===== config.mk =====
export PLATFORM = sky130hd
export DESIGN_NAME = fixed_block_pool_allocator
export DESIGN_NICKNAME = d
export VERILOG_FILES = /design/src/hw/rtl/fbpa_pkg.sv /design/src/hw/rtl/fbpa_ctrl.sv /design/src/hw/rtl/fbpa_dpath.sv /design/src/hw/rtl/fixed_block_pool_allocator.sv
export SDC_FILE = /design/constraint.sdc
export NUM_CORES = 2
export LEC_CHECK = 0
export BUFFER_PORTS_ARGS = -buffer_cell sky130_fd_sc_hd__buf_2
export CAP_MARGIN = 40
export CORE_MARGIN = 2
export CORE_UTILIZATION = 42
export CTS_CLUSTER_DIAMETER = 150
export DETAILED_ROUTE_END_ITERATION = 6
export GPL_TIMING_DRIVEN = 0
export SETUP_SLACK_MARGIN = 0.2
export SLEW_MARGIN = 25
export SYNTH_ARGS = -nofsm -noshare
export SYNTH_HDL_FRONTEND = slang
export SYNTH_HIERARCHICAL = 1
export SYNTH_SLANG_ARGS = --single-unit

===== constraint.sdc =====
create_clock -name clock -period 6.6 [get_ports clock]
set_clock_uncertainty 0.2 [all_clocks]
set_input_delay 0.33 -clock clock [delete_from_list [all_inputs] [get_ports clock]]
set_output_delay 0.33 -clock clock [all_outputs]
set_load 0.005 [all_outputs]

===== src/hw/rtl/fbpa_pkg.sv =====
// Types and constants of the fixed block pool allocator
package fbpa_pkg;

   localparam int MaxBlocks  = 256;
   localparam int IndexWidth = $clog2(MaxBlocks);
   localparam int LinkWidth  = $clog2(MaxBlocks + 1);
   localparam int CountWidth = 9;

   typedef enum logic [1:0] {
      CMD_ALLOC = 2'd0,
      CMD_FREE  = 2'd1,
      CMD_CLEAR = 2'd2,
      CMD_NOP   = 2'd3
   } cmd_type;

   typedef enum logic [1:0] {
      ST_OK        = 2'd0,
      ST_EXHAUSTED = 2'd1,
      ST_RANGE     = 2'd2,
      ST_EMPTY     = 2'd3
   } status_type;

   typedef struct packed {
      cmd_type         cmd;
      logic [7:0]      block_index;
   } req_payload_type;

   typedef struct packed {
      status_type      status;
      logic [7:0]      granted_index;
      logic [8:0]      in_use;
   } rsp_payload_type;

   typedef enum logic {
      FSM_IDLE,
      FSM_EXEC
   } fsm_state_type;

   typedef struct packed {
      logic capture;
      logic execute;
   } dp_cmd_type;

   typedef struct packed {
      logic out_blocked;
   } dp_status_type;

endpackage


===== src/hw/rtl/fbpa_ctrl.sv =====
// Controller state machine: accept, then execute once the output register is free
module fbpa_ctrl (
   input  logic                   clock,
   input  logic                   reset,
   input  logic                   req_valid,
   output logic                   req_stall,
   input  fbpa_pkg::dp_status_type dp_status,
   output fbpa_pkg::dp_cmd_type    dp_cmd
);
   import fbpa_pkg::*;

   fsm_state_type state_ff;
   fsm_state_type state_in;

   always_ff @(posedge clock) begin
      if (reset) begin
         state_ff <= FSM_IDLE;
      end else begin
         state_ff <= state_in;
      end
   end

   always_comb begin
      state_in       = state_ff;
      req_stall      = 1'b1;
      dp_cmd.capture = 1'b0;
      dp_cmd.execute = 1'b0;
      unique case (state_ff)
         FSM_IDLE: begin
            req_stall = 1'b0;
            if (req_valid) begin
               dp_cmd.capture = 1'b1;
               state_in       = FSM_EXEC;
            end
         end
         FSM_EXEC: begin
            if (!dp_status.out_blocked) begin
               dp_cmd.execute = 1'b1;
               state_in       = FSM_IDLE;
            end
         end
         default: begin
            state_in = FSM_IDLE;
         end
      endcase
   end

endmodule


===== src/hw/rtl/fbpa_dpath.sv =====
// Datapath: pool registers, free-list link memory, result register
module fbpa_dpath (
   input  logic                     clock,
   input  logic                     reset,
   input  fbpa_pkg::req_payload_type req_data,
   input  logic                     rsp_stall,
   output logic                     rsp_valid,
   output fbpa_pkg::rsp_payload_type rsp_data,
   input  logic                     csr_valid,
   output logic                     csr_ready,
   input  logic [8:0]               csr_wdata,
   input  fbpa_pkg::dp_cmd_type      dp_cmd,
   output fbpa_pkg::dp_status_type   dp_status
);
   import fbpa_pkg::*;

   logic [LinkWidth-1:0]  link_mem [MaxBlocks];
   logic [LinkWidth-1:0]  link_rd_ff;

   logic [8:0]            block_count_ff;
   logic [LinkWidth-1:0]  free_head_ff;
   logic [LinkWidth-1:0]  free_head_in;
   logic [LinkWidth-1:0]  bump_next_ff;
   logic [LinkWidth-1:0]  bump_next_in;
   logic [CountWidth-1:0] count_ff;
   logic [CountWidth-1:0] count_in;
   req_payload_type       item_ff;
   logic                  rsp_valid_ff;
   logic                  rsp_valid_in;
   rsp_payload_type       rsp_data_ff;
   rsp_payload_type       rsp_data_in;

   logic [CountWidth-1:0] pool_size;
   logic                  mem_wr;

   assign csr_ready             = 1'b1;
   assign rsp_valid             = rsp_valid_ff;
   assign rsp_data              = rsp_data_ff;
   assign dp_status.out_blocked = rsp_valid_ff && rsp_stall;

   // block_count saturates at the built capacity
   assign pool_size = (block_count_ff > CountWidth'(MaxBlocks)) ?
                      CountWidth'(MaxBlocks) : block_count_ff;

   always_comb begin
      free_head_in              = free_head_ff;
      bump_next_in              = bump_next_ff;
      count_in                  = count_ff;
      mem_wr                    = 1'b0;
      rsp_data_in.status        = ST_OK;
      rsp_data_in.granted_index = '0;
      case (item_ff.cmd)
         CMD_ALLOC: begin
            if (count_ff >= pool_size) begin
               rsp_data_in.status = ST_EXHAUSTED;
            end else if (free_head_ff < LinkWidth'(MaxBlocks)) begin
               rsp_data_in.granted_index = 8'(free_head_ff[IndexWidth-1:0]);
               free_head_in              = link_rd_ff;
               count_in                  = count_ff + 1'b1;
            end else if (bump_next_ff < LinkWidth'(MaxBlocks)) begin
               rsp_data_in.granted_index = 8'(bump_next_ff[IndexWidth-1:0]);
               bump_next_in              = bump_next_ff + 1'b1;
               count_in                  = count_ff + 1'b1;
            end else begin
               rsp_data_in.status = ST_EXHAUSTED;
            end
         end
         CMD_FREE: begin
            if (CountWidth'(item_ff.block_index) >= pool_size) begin
               rsp_data_in.status = ST_RANGE;
            end else if (count_ff == '0) begin
               rsp_data_in.status = ST_EMPTY;
            end else begin
               mem_wr       = 1'b1;
               free_head_in = LinkWidth'(item_ff.block_index);
               count_in     = count_ff - 1'b1;
            end
         end
         CMD_CLEAR: begin
            free_head_in = LinkWidth'(MaxBlocks);
            bump_next_in = '0;
            count_in     = '0;
         end
         default: begin
         end
      endcase
      rsp_data_in.in_use = 9'(count_in);
   end

   always_comb begin
      if (dp_cmd.execute) begin
         rsp_valid_in = 1'b1;
      end else if (!rsp_stall) begin
         rsp_valid_in = 1'b0;
      end else begin
         rsp_valid_in = rsp_valid_ff;
      end
   end

   always_ff @(posedge clock) begin
      if (reset) begin
         block_count_ff <= 9'd256;
         free_head_ff   <= LinkWidth'(MaxBlocks);
         bump_next_ff   <= '0;
         count_ff       <= '0;
         rsp_valid_ff   <= 1'b0;
      end else begin
         if (csr_valid && csr_ready) begin
            block_count_ff <= csr_wdata;
         end
         if (dp_cmd.execute) begin
            free_head_ff <= free_head_in;
            bump_next_ff <= bump_next_in;
            count_ff     <= count_in;
         end
         rsp_valid_ff <= rsp_valid_in;
      end
   end

   always_ff @(posedge clock) begin
      if (dp_cmd.capture) begin
         item_ff <= req_data;
      end
      if (dp_cmd.execute) begin
         rsp_data_ff <= rsp_data_in;
      end
   end

   // link of the current head is fetched at the input transfer into link_rd_ff and used in the execute step
   always_ff @(posedge clock) begin
      if (dp_cmd.execute && mem_wr) begin
         link_mem[item_ff.block_index[IndexWidth-1:0]] <= free_head_ff;
      end
      if (dp_cmd.capture) begin
         link_rd_ff <= link_mem[free_head_ff[IndexWidth-1:0]];
      end
   end

endmodule


===== src/hw/rtl/fixed_block_pool_allocator.sv =====
// Fixed block pool allocator: a request is captured at the input transfer and executed
// in the EXEC state once the output register is free, which registers the result there.
// One item is in flight at a time: no new request is taken until the current one executes;
// a held result stalls the execute step only.
// Synchronous active-high reset: empty free list, bump counter and count at 0,
// block_count at 256. The link memory is not cleared; no item waits after reset.
module fixed_block_pool_allocator (
   input  logic                     clock,
   input  logic                     reset,
   input  logic                     req_valid,
   output logic                     req_stall,
   input  fbpa_pkg::req_payload_type req_data,
   output logic                     rsp_valid,
   input  logic                     rsp_stall,
   output fbpa_pkg::rsp_payload_type rsp_data,
   input  logic                     csr_valid,
   output logic                     csr_ready,
   input  logic [8:0]               csr_wdata
);
   import fbpa_pkg::*;

   dp_cmd_type    dp_cmd;
   dp_status_type dp_status;

   fbpa_ctrl u_ctrl (
      .clock     (clock),
      .reset     (reset),
      .req_valid (req_valid),
      .req_stall (req_stall),
      .dp_status (dp_status),
      .dp_cmd    (dp_cmd)
   );

   fbpa_dpath u_dpath (
      .clock     (clock),
      .reset     (reset),
      .req_data  (req_data),
      .rsp_stall (rsp_stall),
      .rsp_valid (rsp_valid),
      .rsp_data  (rsp_data),
      .csr_valid (csr_valid),
      .csr_ready (csr_ready),
      .csr_wdata (csr_wdata),
      .dp_cmd    (dp_cmd),
      .dp_status (dp_status)
   );

endmodule


==> metrics <==
outcome=finished, final reports clean; site row count=172; Switching Share=0.239; Horiz. Die Dim=475 um; WL/cell=38.2 um; FMAX=0.154 GHz; Avg Inst Size Synth=20.1 sq um; synthesis-stage register bit count=2380; MaxCap Viol Count=0; Rel. slew slack=0.325; mux share of post-synthesis cell area=0.140; CP Capture Type=flip-flop; # IOs=46; Area growth, synth to finish=16.6%; Max Root-Sink Buffers=3; Psw=7.75 mW; Final Hold Vio Count=0; fin crit period=6.50 ns; Adder-Cell Fraction of Synth Area=0.00322; Logic pwr share=0.082; reg2reg path depth=13; Worst Hold Class=primary input to flip-flop; drt first pass iters=6; WHS=0.227 ns; root buf cell=clkbuf_16; initial antenna violation count=18; Starting Density=0.423; dpl ws=0.0353 ns; grt total ovfl=0; largest family of logic cells by synthesized area=multiplexers; sequential share of power=0.516; Clock power frac=0.402; synthesized area=93200 sq um; # DRC=0; CP most frequent cell=buf_2; Slowest cell on crit path=o22ai_1; placed cell area=100000 sq um; Synth cell types=75; clock latency on the worst-skew pair=0.87 ns; hold path depth=5; 1st-iter DRT viols=9015; RD Place Congestion=1.05; yosys warns=6; Syn Nets=4684; CP Class=flip-flop to flip-flop; vias in the first global route=50.9k; Top FF cell, synth=edfxtp_1; Routed WL=322000 um; core area=220000 sq um; Compound-Gate Fraction of Synth Area=0.0443; Port-buffer cells=43; Via-to-Cell Ratio=6.34; Tcrit/Tclk final=0.985; Leakage=34.3 nW; fraction of registers with async set/reset=0; VDD IR max=0.229 mV; sequential cell area fraction in the yosys report=0.762; fill count=17.7k; Final Worst Setup Slack=0.101 ns; RSZ-0062 raised after global routing=false; final setup vio count=0; clock-pin slew on the worst setup and hold paths=0.07 ns; CP cell instances=buf_12, buf_16, buf_12, buf_2, buf_2, buf_2, clkbuf_4, buf_4, mux4_2, a21oi_1, a31oi_1, o22ai_1, nor3_1; die area=226000 sq um; Cells after Synth=4636; GRT Total Usage=0.284; Int Pwr=24.7 mW; total CTS buffers=233; biggest cell delay along the critical path=0.76 ns; Post-Synth Simple-Gate Area=0.0314; Pwr per Cell Area=299 nW/um^2; clk sinks=2380; Final Cell Area=109000 sq um; critical path arrival=6.85 ns; layout cells sized above 1=0.271; H-tree depth=4; post-detail-place hpwl=224000 um; routed via count=53.5k; postcts setup bufs=0; Startpoint Class=flip-flop; Post-Synth XOR/XNOR Area=0.000470; largest net degree at the start of global routing=77; antenna-violating nets left=0; register area=71100 sq um; first-pass GRT wire length=432000 um; actual slew at the worst max-slew pin=1.01 ns; number of synthesized flops with an enable pin=2342; Max Slew Vio Count=0; setup_tns=0 ns; Critical Path Fanout Max=59; nets=5315; CTS tree=done; Multi-input gate area=20700 sq um; Critical Path RT=6.96 ns; Die Ht=475 um
## worst paths after layout
check / from / to / slack (ns)
worst max register to register: u_dpath/free_head_ff[1] / u_dpath/link_rd_ff[4] / 0.10
worst min-delay path: rsp_stall / u_dpath/rsp_valid / 0.23
worst max-delay path: u_dpath/free_head_ff[1] / u_dpath/link_rd_ff[4] / 0.10
worst min register to register: u_dpath/bump_next_ff[2] / u_dpath/bump_next_ff[2] / 0.32
## synthesized netlist by cell type, drive strengths merged, types with 17 or more instances
cell type / instances / area share
a211oi: 34 / 0.0032
nor3: 30 / 0.0017
nor2: 351 / 0.014
inv: 17 / 0.00068
edfxtp: 2342 / 0.75
mux2i: 168 / 0.018
a31oi: 21 / 0.0014
a21oi: 122 / 0.0066
nand3: 17 / 0.00091
clkbuf: 111 / 0.0045
dfxtp: 38 / 0.0082
o221ai: 44 / 0.0041
ha: 24 / 0.0032
o21ai: 61 / 0.0033
nor2b: 29 / 0.0019
a22o: 30 / 0.0028
mux2: 18 / 0.0022
a221oi: 35 / 0.0033
mux4: 497 / 0.12
buf: 165 / 0.013
a22oi: 131 / 0.011
nand2: 148 / 0.0061
o22ai: 42 / 0.0030
## layout by cell type, fill, tap and decap left out, types with 15 or more instances in the layout
| cell type | Yosys | layout |
|---|---|---|
| edfxtp_1 | 2342 | 2342 |
| mux4_2 | 497 | 497 |
| nor2_1 | 351 | 287 |
| clkbuf_16 | 0 | 235 |
| buf_4 | 32 | 217 |
| mux2i_1 | 168 | 168 |
| nand2_1 | 146 | 146 |
| clkbuf_1 | 111 | 138 |
| a22oi_1 | 131 | 131 |
| buf_2 | 78 | 130 |
| a21oi_1 | 121 | 120 |
| buf_6 | 35 | 84 |
| nor2_2 | 0 | 64 |
| clkinv_1 | 2 | 61 |
| o21ai_0 | 60 | 60 |
| dlygate4sd3_1 | 0 | 49 |
| o221ai_1 | 44 | 44 |
| clkinv_2 | 0 | 41 |
| o22ai_1 | 41 | 41 |
| a221oi_1 | 35 | 35 |
| a22o_1 | 30 | 30 |
| dfxtp_1 | 38 | 29 |
| nor2b_1 | 29 | 28 |
| clkbuf_2 | 0 | 28 |
| nor3_1 | 29 | 27 |
| a211oi_1 | 26 | 24 |
| ha_1 | 24 | 24 |
| buf_8 | 4 | 22 |
| buf_16 | 0 | 22 |
| buf_12 | 2 | 20 |
| a31oi_1 | 21 | 18 |
| mux2_2 | 18 | 18 |
| bufinv_16 | 0 | 17 |
| nand3_1 | 17 | 17 |
| inv_1 | 17 | 17 |
| nand2b_1 | 15 | 15 |
## final cells by class
| type | count | share of cell area |
|---|---|---|
| multi-input combinational | 1961 | 0.191 |
| clock buffer | 290 | 0.0560 |
| antenna | 14 | 0.000322 |
| buffer | 276 | 0.0153 |
| clock inverter | 142 | 0.0122 |
| tap | 2958 | 0.0341 |
| timing repair buffer | 396 | 0.0363 |
| inverter | 19 | 0.000656 |
| sequential | 2380 | 0.654 |
## metrics by stage
stage | util | total power [mW] | instances
2_1_floorplan | - | 18.4 | 4636
3_3_place_gp | 0.441 | 19.6 | 7637
3_5_place_dp | 0.456 | 19.6 | 7899
4_1_cts | 0.492 | 32.5 | 8380
5_1_grt | 0.493 | 33.2 | 8422
6_report | 0.494 | 32.5 | 8436
## cell families (layout without fill, tap and decap cells)
kind of cell	after synthesis	count (layout)
buf+inv	295	1123
flops	2380	2380
mux	683	683
compound gates	585	585
xor+xnor	5	5
simple gates	663	663
fa+ha+maj	24	24
other cells	1	15
## worst max-delay path: cells and delay by family (launching register included)
family                 cells  cell delay, ns
flip-flops                 1            0.67
AND/OR/NAND/NOR            1            0.24
AO/OA/AOI/OAI              3            1.54
multiplexers               1            0.43
buffers and inverters      8            2.94
## power by group through the flow
| stage | sequential, mW | combinational, mW | clock [mW] |
|---|---|---|---|
| 4_1_cts | 16.8 | 2.56 | 13.2 |
| 5_1_grt | 16.8 | 2.68 | 13.7 |
| 2_1_floorplan | 17.2 | 1.12 | 0 |
| 3_5_place_dp | 17.1 | 2.53 | 0 |
| 6_report | 16.8 | 2.66 | 13.1 |
| 3_3_place_gp | 17.5 | 2.13 | 0 |
## metal layers
layer  vias to the layer above  global-route usage  wire (um)
li1                      20557                   -          -
met1                     28338               0.372     118000
met2                      3781               0.420     143000
met3                       765              0.0953      41200
met4                        24               0.151      19700
met5                         -                   0        280
## flip-flops by register name (all words and copies together) (netlist names), 9 cells and up
signal	cells
u_dpath/block_count_ff	9
u_dpath/bump_next_ff	9
u_dpath/count_ff	9
u_dpath/free_head_ff	9
u_dpath/item_ff	10
u_dpath/link_mem	2304
u_dpath/link_rd_ff	9
u_dpath/rsp_data	19
## repair_timing
item,CTS,global route
hold endpoints to repair,54,0
hold buffers,49,0
gates resized for setup,11,5
setup endpoints to repair,6,3
pin swaps,0,0
Power figures use the tool's default switching activity.
